--- config.mk ---
export PLATFORM = sky130hd
export DESIGN_NAME = lcd_nibble_writer_with_decimal_flat
export DESIGN_NICKNAME = d
export VERILOG_FILES = /design/src/hw/rtl/lnwd_pkg.sv /design/src/hw/rtl/lnwd_in_if.sv /design/src/hw/rtl/lnwd_out_if.sv /design/src/hw/rtl/lnwd_front.sv /design/src/hw/rtl/lnwd_fifo.sv /design/src/hw/rtl/lnwd_back.sv /design/src/hw/rtl/lcd_nibble_writer_with_decimal.sv /design/src/flat_wrapper.sv
export SDC_FILE = /design/constraint.sdc
export NUM_CORES = 1
export LEC_CHECK = 0
export BUFFER_PORTS_ARGS = -buffer_cell sky130_fd_sc_hd__buf_2
export CAP_MARGIN = 0
export CORE_MARGIN = 3
export CORE_UTILIZATION = 65
export CTS_CLUSTER_DIAMETER = 100
export CTS_CLUSTER_SIZE = 25
export DETAILED_ROUTE_END_ITERATION = 8
export HOLD_SLACK_MARGIN = 0.08
export PLACE_DENSITY = 0.87
export SYNTH_ARGS = -nofsm -noshare
export SYNTH_HDL_FRONTEND = slang
export SYNTH_SLANG_ARGS = --single-unit
--- constraint.sdc ---
create_clock -name i_clk -period 14.1 [get_ports i_clk]
set_input_delay 1.41 -clock i_clk [delete_from_list [all_inputs] [get_ports i_clk]]
set_output_delay 1.41 -clock i_clk [all_outputs]
set_load 0.01 [all_outputs]
--- src/hw/rtl/lnwd_pkg.sv ---
`default_nettype none

package lnwd_pkg;

    typedef enum logic [1:0] {
        OP_CMD  = 2'd0,
        OP_DATA = 2'd1,
        OP_NUM  = 2'd2
    } t_op;

    localparam int unsigned DEF_FIFO_DEPTH = 4;
    localparam int unsigned NUM_DIGITS     = 5;
    localparam int unsigned DIGIT_IDX_W    = $clog2(NUM_DIGITS);
    localparam int unsigned REST_W         = 17;
    localparam logic [7:0]  DIGIT_BASE     = 8'h30;

    typedef struct packed {
        logic [7:0] data;
        logic       reg_select;
        logic       last;
    } t_entry;

    function automatic logic [REST_W-1:0] digit_multiple(input logic [DIGIT_IDX_W-1:0] idx,
                                                         input logic [3:0] k);
        logic [REST_W-1:0] m;
        case (idx)
            3'd0:    m = REST_W'(int'(k) * 10000);
            3'd1:    m = REST_W'(int'(k) * 1000);
            3'd2:    m = REST_W'(int'(k) * 100);
            3'd3:    m = REST_W'(int'(k) * 10);
            3'd4:    m = REST_W'(int'(k));
            default: m = REST_W'(int'(k));
        endcase
        return m;
    endfunction

endpackage

`default_nettype wire

--- src/hw/rtl/lnwd_in_if.sv ---
`default_nettype none

interface lnwd_in_if;
    logic        valid;
    logic        ready;
    logic [1:0]  op;
    logic [15:0] value;

    modport source (output valid, output op, output value, input ready);
    modport sink   (input valid, input op, input value, output ready);
endinterface

`default_nettype wire

--- src/hw/rtl/lnwd_out_if.sv ---
`default_nettype none

interface lnwd_out_if;
    logic       valid;
    logic       ready;
    logic [3:0] nibble;
    logic       reg_select;
    logic       last;

    modport source (output valid, output nibble, output reg_select, output last, input ready);
    modport sink   (input valid, input nibble, input reg_select, input last, output ready);
endinterface

`default_nettype wire

--- src/hw/rtl/lnwd_front.sv ---
`default_nettype none

module lnwd_front (
    input  logic               i_clk,
    input  logic               i_rst_n,
    lnwd_in_if.sink            i_in,
    output logic               o_push,
    output lnwd_pkg::t_entry   o_entry,
    input  logic               i_push_ready
);

    logic                                 r_busy, n_busy;
    logic [lnwd_pkg::DIGIT_IDX_W-1:0]     r_idx, n_idx;
    logic [lnwd_pkg::REST_W-1:0]          r_rest, n_rest;

    logic                                 accept;
    logic [lnwd_pkg::REST_W-1:0]          thr;
    logic [lnwd_pkg::REST_W-1:0]          sub;
    logic [3:0]                           digit;

    assign i_in.ready = !r_busy && i_push_ready;
    assign accept     = i_in.valid && i_in.ready;

    // compare against each multiple of the weight, keep the largest that fits
    always_comb begin
        digit = 4'd0;
        sub   = '0;
        thr   = '0;
        for (int k = 1; k < 10; k++) begin
            thr = lnwd_pkg::digit_multiple(r_idx, 4'(k));
            if (r_rest >= thr) begin
                digit = 4'(k);
                sub   = thr;
            end
        end
    end

    always_comb begin
        n_busy  = r_busy;
        n_idx   = r_idx;
        n_rest  = r_rest;
        o_push  = 1'b0;
        o_entry = '0;
        if (r_busy) begin
            o_entry.data       = lnwd_pkg::DIGIT_BASE + {4'd0, digit};
            o_entry.reg_select = 1'b1;
            o_entry.last       = (r_idx == lnwd_pkg::DIGIT_IDX_W'(lnwd_pkg::NUM_DIGITS - 1));
            if (i_push_ready) begin
                o_push = 1'b1;
                n_rest = r_rest - sub;
                n_idx  = r_idx + 1'b1;
                if (o_entry.last) begin
                    n_busy = 1'b0;
                end
            end
        end else if (accept) begin
            case (i_in.op)
                lnwd_pkg::OP_CMD, lnwd_pkg::OP_DATA: begin
                    o_push             = 1'b1;
                    o_entry.data       = i_in.value[7:0];
                    o_entry.reg_select = (i_in.op == lnwd_pkg::OP_DATA);
                    o_entry.last       = 1'b1;
                end
                lnwd_pkg::OP_NUM: begin
                    n_busy = 1'b1;
                    n_idx  = '0;
                    n_rest = {1'b0, i_in.value};
                end
                default: begin
                end
            endcase
        end
    end

    always_ff @(posedge i_clk) begin
        if (!i_rst_n) begin
            r_busy <= 1'b0;
            r_idx  <= '0;
        end else begin
            r_busy <= n_busy;
            r_idx  <= n_idx;
        end
        r_rest <= n_rest;
    end

endmodule

`default_nettype wire

--- src/hw/rtl/lnwd_fifo.sv ---
`default_nettype none

module lnwd_fifo #(
    parameter int unsigned DEPTH = lnwd_pkg::DEF_FIFO_DEPTH
) (
    input  logic               i_clk,
    input  logic               i_rst_n,
    input  logic               i_push,
    input  lnwd_pkg::t_entry   i_entry,
    output logic               o_push_ready,
    output logic               o_pop_valid,
    output lnwd_pkg::t_entry   o_entry,
    input  logic               i_pop
);

    localparam int unsigned PTR_W = (DEPTH > 1) ? $clog2(DEPTH) : 1;
    localparam int unsigned CNT_W = $clog2(DEPTH + 1);

    lnwd_pkg::t_entry  r_mem [DEPTH];
    logic [PTR_W-1:0]  r_wr, n_wr;
    logic [PTR_W-1:0]  r_rd, n_rd;
    logic [CNT_W-1:0]  r_cnt, n_cnt;
    logic              do_push, do_pop;

    assign o_push_ready = (r_cnt != CNT_W'(DEPTH));
    assign o_pop_valid  = (r_cnt != '0);
    assign o_entry      = r_mem[r_rd];
    assign do_push      = i_push && o_push_ready;
    assign do_pop       = i_pop && o_pop_valid;

    always_comb begin
        n_wr  = r_wr;
        n_rd  = r_rd;
        n_cnt = r_cnt;
        if (do_push) begin
            n_wr = (r_wr == PTR_W'(DEPTH - 1)) ? '0 : r_wr + 1'b1;
        end
        if (do_pop) begin
            n_rd = (r_rd == PTR_W'(DEPTH - 1)) ? '0 : r_rd + 1'b1;
        end
        if (do_push && !do_pop) begin
            n_cnt = r_cnt + 1'b1;
        end else if (!do_push && do_pop) begin
            n_cnt = r_cnt - 1'b1;
        end
    end

    always_ff @(posedge i_clk) begin
        if (!i_rst_n) begin
            r_wr  <= '0;
            r_rd  <= '0;
            r_cnt <= '0;
        end else begin
            r_wr  <= n_wr;
            r_rd  <= n_rd;
            r_cnt <= n_cnt;
        end
    end

    always_ff @(posedge i_clk) begin
        if (do_push) begin
            r_mem[r_wr] <= i_entry;
        end
    end

endmodule

`default_nettype wire

--- src/hw/rtl/lnwd_back.sv ---
`default_nettype none

module lnwd_back (
    input  logic               i_clk,
    input  logic               i_rst_n,
    input  logic               i_pop_valid,
    input  lnwd_pkg::t_entry   i_entry,
    output logic               o_pop,
    lnwd_out_if.source         o_out
);

    logic       r_valid, n_valid;
    logic       r_lo, n_lo;
    logic [3:0] r_nibble, n_nibble;
    logic       r_rs, n_rs;
    logic       r_last, n_last;
    logic       load;

    assign load = !r_valid || o_out.ready;

    always_comb begin
        n_valid  = r_valid;
        n_lo     = r_lo;
        n_nibble = r_nibble;
        n_rs     = r_rs;
        n_last   = r_last;
        o_pop    = 1'b0;
        if (load) begin
            n_valid = i_pop_valid;
            if (i_pop_valid) begin
                n_nibble = r_lo ? i_entry.data[3:0] : i_entry.data[7:4];
                n_rs     = i_entry.reg_select;
                n_last   = r_lo && i_entry.last;
                n_lo     = !r_lo;
                o_pop    = r_lo;
            end
        end
    end

    always_ff @(posedge i_clk) begin
        if (!i_rst_n) begin
            r_valid <= 1'b0;
            r_lo    <= 1'b0;
        end else begin
            r_valid <= n_valid;
            r_lo    <= n_lo;
        end
        r_nibble <= n_nibble;
        r_rs     <= n_rs;
        r_last   <= n_last;
    end

    assign o_out.valid      = r_valid;
    assign o_out.nibble     = r_nibble;
    assign o_out.reg_select = r_rs;
    assign o_out.last       = r_last;

endmodule

`default_nettype wire

--- src/hw/rtl/lcd_nibble_writer_with_decimal.sv ---
// Channel  Dir  Fields                         Transfer
// i_in     in   op[1:0], value[15:0]           valid & ready
// o_out    out  nibble[3:0], reg_select, last  valid & ready
//
// Nibbles leave one per cycle while o_out is ready: two per byte, ten per number.
// The output register sets that pace; the front yields a byte per cycle while the
// queue has room, loads each number first and finds digits by compares to weights.
// Reset clears the queue, the nibble phase and the output valid; no clearing pass.
// A stalled output fills the queue, and then the input stops taking items.
`default_nettype none

module lcd_nibble_writer_with_decimal #(
    parameter int unsigned FIFO_DEPTH = lnwd_pkg::DEF_FIFO_DEPTH
) (
    input  logic         i_clk,
    input  logic         i_rst_n,
    lnwd_in_if.sink      i_in,
    lnwd_out_if.source   o_out
);

    logic              push, push_ready, pop, pop_valid;
    lnwd_pkg::t_entry  push_entry, pop_entry;

    lnwd_front u_front (
        .i_clk        (i_clk),
        .i_rst_n      (i_rst_n),
        .i_in         (i_in),
        .o_push       (push),
        .o_entry      (push_entry),
        .i_push_ready (push_ready)
    );

    lnwd_fifo #(
        .DEPTH (FIFO_DEPTH)
    ) u_fifo (
        .i_clk        (i_clk),
        .i_rst_n      (i_rst_n),
        .i_push       (push),
        .i_entry      (push_entry),
        .o_push_ready (push_ready),
        .o_pop_valid  (pop_valid),
        .o_entry      (pop_entry),
        .i_pop        (pop)
    );

    lnwd_back u_back (
        .i_clk       (i_clk),
        .i_rst_n     (i_rst_n),
        .i_pop_valid (pop_valid),
        .i_entry     (pop_entry),
        .o_pop       (pop),
        .o_out       (o_out)
    );

endmodule

`default_nettype wire

--- src/flat_wrapper.sv ---
// flat-port wrapper written by rule: the top's interface ports become plain ports
module lcd_nibble_writer_with_decimal_flat 
#(
    parameter int unsigned FIFO_DEPTH = lnwd_pkg::DEF_FIFO_DEPTH
)
  (i_clk, i_rst_n, i_in_valid, i_in_op, i_in_value, i_in_ready, o_out_valid, o_out_nibble, o_out_reg_select, o_out_last, o_out_ready);
  lnwd_in_if i_in_i ();
  lnwd_out_if o_out_i ();
  input  logic i_clk;
  input  logic i_rst_n;
  input wire logic [$bits(i_in_i.valid)-1:0] i_in_valid;
  input wire logic [$bits(i_in_i.op)-1:0] i_in_op;
  input wire logic [$bits(i_in_i.value)-1:0] i_in_value;
  output wire logic [$bits(i_in_i.ready)-1:0] i_in_ready;
  output wire logic [$bits(o_out_i.valid)-1:0] o_out_valid;
  output wire logic [$bits(o_out_i.nibble)-1:0] o_out_nibble;
  output wire logic [$bits(o_out_i.reg_select)-1:0] o_out_reg_select;
  output wire logic [$bits(o_out_i.last)-1:0] o_out_last;
  input wire logic [$bits(o_out_i.ready)-1:0] o_out_ready;
  assign i_in_i.valid = i_in_valid;
  assign i_in_i.op = i_in_op;
  assign i_in_i.value = i_in_value;
  assign i_in_ready = i_in_i.ready;
  assign o_out_valid = o_out_i.valid;
  assign o_out_nibble = o_out_i.nibble;
  assign o_out_reg_select = o_out_i.reg_select;
  assign o_out_last = o_out_i.last;
  assign o_out_i.ready = o_out_ready;
  lcd_nibble_writer_with_decimal #(.FIFO_DEPTH(FIFO_DEPTH)) u_core (.i_clk(i_clk), .i_rst_n(i_rst_n), .i_in(i_in_i), .o_out(o_out_i));
endmodule
-- Word level (Yosys, flattened, before mapping)
Memory sizes are Yosys's and may differ from the RTL's. A register that Yosys moved wholly into a read port is not among the register bits.
Index checks and enable logic that the tools add are counted.
- memories: 1
- bits in writable memories: 40
- register bits after elaboration: 36
- order comparisons: 9
- reductions and logical operators: 22
- $add $sub $neg: 7
- mux-type cells: 58
- eq/ne operators: 10
- memories (name ; words ; width ; rd ports ; clocked after Yosys merged registers in ; write ports ; RTL line ; RTL):
    u_core.u_fifo.r_mem ; 4 ; 10 ; 1 ; 1 ; 1 ; lnwd_fifo.sv:19 ; lnwd_pkg::t_entry r_mem [DEPTH];
- operators by type and width (kind ; number):
    $mux 17 ; 13
    $pmux 17 s4 ; 3
    $pmux 16 s4 ; 3
    $ge 17x17->1 ; 9
    $pmux 15 s4 ; 2
    $pmux 14 s4 ; 1
    $mux 4 ; 9
    $mux 10 ; 3
    $mux 3 ; 6
    $sub 17x17->17 ; 1
    $mux 1 ; 14
    $mux 2 ; 4
    $add 6x4->7 const A ; 1
    $logic_and 1x1->1 ; 7
    $add 3x1->3 const B ; 2
    $eq 2x2->1 const B ; 3
    $eq 3x2->1 const B ; 2
    $reduce_bool 2->1 ; 3
    $logic_not 1->1 ; 5
    $add 2x1->2 const B ; 2
    $eq 3x1->1 const B ; 1
    $eq 3x3->1 const B ; 1
    $logic_not 3->1 ; 1
    $ne 3x3->1 const B ; 1
    9 further kinds ; 9

-- Longest topological paths before layout
- word-level depth: 15
- gate-level depth with buffers: 29
- mapped depth without buffers: 27

-- By module
A second synthesis with hierarchy kept.
- cells, all modules: 765
- area total of the unflattened synthesis: 7342.0 µm²
- modules (own cells, without submodules) (module ; sequential area each (µm²) ; times used ; cells each ; area each (µm²)):
    lnwd_front ; 590.6 ; 1 ; 641 ; 5059.9
    lnwd_fifo ; 1381.3 ; 1 ; 103 ; 1920.6
    lnwd_back ; 220.2 ; 1 ; 21 ; 361.6

-- Worst setup path after synthesis
No wires, ideal clock.
- path type: register to register
- start point: register u_core.u_front.r_idx[1] (netlist bit)
- end point: register u_core.u_front.r_rest[15] (netlist bit), data pin
- required time: 13.839 ns
- stages on the path, launching flop included: 27
- arrival: 5.796 ns
- path buffers: 2
- path slack: 8.043 ns
- setup time: 0.261 ns
- cell sequence: dfxtp_1 inv_1 ha_1 nor2b_1 inv_1 clkbuf_1 nand2_1 inv_1 nand2_1 inv_1 ha_1 nor4bb_1 o311ai_0 a31o_2 nand2_1 clkbuf_1 or4b_1 a221oi_1 o22ai_1 ha_1 a2111o_1 o21ai_0 o21ai_0 o311a_1 o211ai_1 and3_1 o31ai_1
- longest elaborated chain between the ends: 15
- elaborated cells on any way between the ends: 34
- classes of those cells: 1 x add/sub; 9 x order compare; 3 x eq/ne; 20 x mux; 1 x reduce/logical
- ends and longest elaborated chain (what ; RTL line ; RTL):
    from (decl) ; lnwd_front.sv:13 ; logic [lnwd_pkg::DIGIT_IDX_W-1:0] r_idx, n_idx;
    from (signal assigned) ; lnwd_front.sv:81 ; r_idx <= n_idx;
    $eq 3x2->1 (tied with other cells) ; lnwd_pkg.sv:26 ; case (idx)
    $pmux 14 s4 ; lnwd_pkg.sv:26 ;
    $ge 17x17->1 ; lnwd_front.sv:31 ; if (r_rest >= thr) begin
    $mux 17 (8 in series) ; lnwd_front.sv:31 ;
    $mux 17 (*) ; lnwd_front.sv:31 ;
    $sub 17x17->17 (*) ; lnwd_front.sv:50 ; n_rest = r_rest - sub;
    $mux 17 (*) ; lnwd_front.sv:48 ; if (i_push_ready) begin
    $mux 17 (*) ; lnwd_front.sv:44 ; if (r_busy) begin
    named net u_core.u_front.n_rest (one bit) ; lnwd_front.sv:14 ; logic [lnwd_pkg::REST_W-1:0] r_rest, n_rest;
    to (signal assigned) ; lnwd_front.sv:83 ; r_rest <= n_rest;
    to (decl) ; lnwd_front.sv:14 ;
Mark *: on every way through the listed nets, which the timed path passes. The rest lies on a longest branch. The select of a mux whose other input is x is not followed.
A chain may end at the register's enable or synchronous reset.

-- Worst setup path in the final report
- start point: register u_core.u_front.r_idx[0] (netlist bit)
- end point: register u_core.u_front.r_rest[15] (netlist bit), data pin
Same word-level chain as after synthesis.

==> flow_summary.toml <==
[timing]
rsz0062_at_grt = "no"
tightest_slew_ns = 1.247
skew_ns = 0.01012
finalSetupViolations = 0
finalSetupTns_ns = 0
period_needed_ns = 8.338
fmax_mhz = 119.9
slew_viol_final = 0
hold_viol = 0
max-slew-margin-rel_pct = 16.67
period_share_pct = 59.14
hold-worst-slack_ns = 0.5135

[synthesis]
synth_edf_count = 63
yosysUniqueCellTypes = 78
synthCells = 759
synth_ff_type = "edfxtp_1"
yosysSeqAreaShare_pct = 30.85
synth_nets = 883
yosys.cell_count.top_type = "ha_1"
avgSynthCellArea_um2 = 9.363
synth_commonest_cells = "ha_1, nand2_1, edfxtp_1"
synth_seq_cells = 78
yosys_warnings = 0
yosys-top-cells-area = "edfxtp_1, ha_1, dfxtp_1, o21ai_0, nand2_1"
async_flop_share_pct = 0
synth_top_area_share_pct = 26.62
synth_top_area_cell = "edfxtp_1"
synth_area_mm2 = 0.007107

[grt]
grt_max_degree = 29
grt_use_total_pct = 36.52
gr-total-overflow = 0
grt_pass1_wl_mm = 35.85
grt_pass1_vias = 6595
antenna_found_initial = 0

[critical_path]
slowest_stage = "nor2b_1"
path_cells = "inv_1, ha_1, nor2b_1, inv_1, nand2_1, inv_1, nand2_1, inv_1, ha_1, nor4bb_1, o311ai_0, a31o_2, nand2_1, or4b_1, a221oi_1, o22ai_1, ha_1, a2111o_1, o21ai_0, o21ai_0, o311a_1, o211ai_1, a21oi_1, o31ai_1"
slowest_delay_ns = 0.73
crit_path_frequent_cell = "inv_1"
crit_family = "compound AO/OA/AOI/OAI gates"
crit_fanout = 21
critical_path_arrival_ns = 8.52
critical_path.endpoint_type = "flip-flop"
cp_data_required_time_ns = 14.28
startpoint_type = "flip-flop"
cp_num_buf_inv = 4
crit_type = "reg -> reg"

[clock_tree]
cts-root-buf = "clkbuf_8"
cts_max_path_buffers = 2
htreeDepth = 3
cts_made_buffers = 9
cts-hold-fix-buffers = 0
cts_tree = "done"
clock_sinks = 78
clk_pin_slew_ns = 0.09
insertion_delay_ns = 0.37
postCtsSetupBuffers = 0
cts.repair.resized = 0

[die]
die_w_um = 110.6
die_h_um = 110.6
io_pins = 30
die-area_mm2 = 0.01222
num_rows = 37
start_util_pct = 67.93
core_mm2 = 0.01046

[final_layout]
final_util_pct = 72.05
layout-drive-gt1-share_pct = 10.73
diodes = 0
fin_cells = 919
area_delta_synth_final_pct = 6.074
nets = 902

[power]
power_leakage_nw = 3.049
peakVddDrop_mv = 0.1450
power_mw = 1.242
power.density_mw_per_mm2 = 164.7

[placed_design]
gp_congestion = 1.055
placed_cells = 903
numPortBuffers = 29
hpwl_mm = 17.05

[route]
via_per_inst = 7.338
drc = 0
routed_wl_mm = 22.56
vias = 6744
postRouteAntennaNets = 0
first_pass_iters = 7
routedWlPerCell_um = 24.55
drt_iter0_drc = 1107

[flow_run]
maxCapViolCount = 0

[worst_hold_path]
hold_path_class = "reg -> reg"

[run_status]
outcome = "finished, final reports clean"
## final timing paths
check / start / to / slack (ns) / cells after the start
setup / recovery: u_core.u_front.r_idx[0] / u_core.u_front.r_rest[15] / 5.76 / 24
hold / removal: u_core.u_back.o_out.valid / u_core.u_back.o_out.valid / 0.51 / 2
setup reg to reg: u_core.u_front.r_idx[0] / u_core.u_front.r_rest[15] / 5.76 / 24
hold reg to reg: u_core.u_back.o_out.valid / u_core.u_back.o_out.valid / 0.51 / 2
## per-stage QoR
stage | setup slack, ns | instance area [um2]
after detailed placement | 6.167 | 7351
final | 5.762 | 7538
after global routing | 5.451 | 7538
after global placement | 6.471 | 7351
after CTS | 6.108 | 7538
after floorplan | 8.043 | 7107
## logic make-up (layout without fill, tap and decap cells)
group	count (synthesis)	in the layout	synth area share (%)
and+or+nand+nor	249	249	18.03
AOI/OAI and AO/OA	231	231	22.64
adders and majority gates	102	102	18.17
DFF	78	78	30.85
buffers and inverters	63	87	3.521
muxes	24	24	5.317
xor gates and xnor gates	12	12	1.479
## registers in the layout (all words and copies together) (netlist names), named ones only
| signal | flops |
|---|---|
| u_core.u_fifo.r_mem | 40 |
| u_core.u_front.r_rest | 17 |
| u_core.u_back.o_out.nibble | 4 |
| u_core.u_fifo.r_cnt | 3 |
| u_core.u_front.r_idx | 3 |
| u_core.u_fifo.r_rd | 2 |
| u_core.u_fifo.r_wr | 2 |
| u_core.u_back.o_out.last | 1 |
| u_core.u_back.o_out.reg_select | 1 |
| u_core.u_back.o_out.valid | 1 |
| u_core.u_back.r_lo | 1 |
| u_core.u_front.r_busy | 1 |
## metal layers
metal | vias up | part of all wire, % | track usage, %
li1 | 2970 | - | -
met1 | 3125 | 40 | 51.92
met2 | 552 | 43 | 54.25
met3 | 97 | 13 | 9.534
met4 | 0 | 4.0 | 12.32
met5 | - | 0 | 0
## placed cells by master (no fill, tap or decap), types with 11 or more instances in the layout
cell,instances
edfxtp_1,63
and3_1,11
ha_1,100
nor2_1,51
a211oi_1,11
a21oi_1,47
nand4_1,12
nand2_1,64
nand3_1,18
o21ai_0,56
a21o_1,13
dfxtp_1,15
nand2b_1,16
nor2b_1,20
o21a_1,11
buf_2,29
nor3_1,14
inv_1,36
## area by class of cell
cell class,instances,area [um2]
Multi-Input combinational cell,618,4671
Fill cell,780,2924
Sequential cell,78,2192
Timing Repair Buffer,33,175.2
Tap cell,136,170.2
Inverter,38,142.6
Clock buffer,9,123.9
Clock inverter,7,63.81
## report_power, final
group | leakage [nW] | internal, mW | total, mW | switching, mW
clock network | 0.0903 | 0.0678 | 0.163 | 0.0952
logic | 2.25 | 0.287 | 0.731 | 0.445
registers | 0.712 | 0.300 | 0.348 | 0.0474
total | 3.05 | 0.655 | 1.24 | 0.587
## worst reg2reg max path, cell delays in order (launching register included)
cell	delay (ns)
dfxtp_1	0.34
inv_1	0.12
ha_1	0.19
nor2b_1	0.73
inv_1	0.67
nand2_1	0.41
inv_1	0.25
nand2_1	0.18
inv_1	0.14
ha_1	0.31
nor4bb_1	0.14
o311ai_0	0.54
a31o_2	0.28
nand2_1	0.28
or4b_1	0.62
a221oi_1	0.33
o22ai_1	0.18
ha_1	0.39
a2111o_1	0.38
o21ai_0	0.39
o21ai_0	0.31
o311a_1	0.40
o211ai_1	0.24
a21oi_1	0.11
o31ai_1	0.22
No activity file was read; power rests on OpenSTA's default activity.
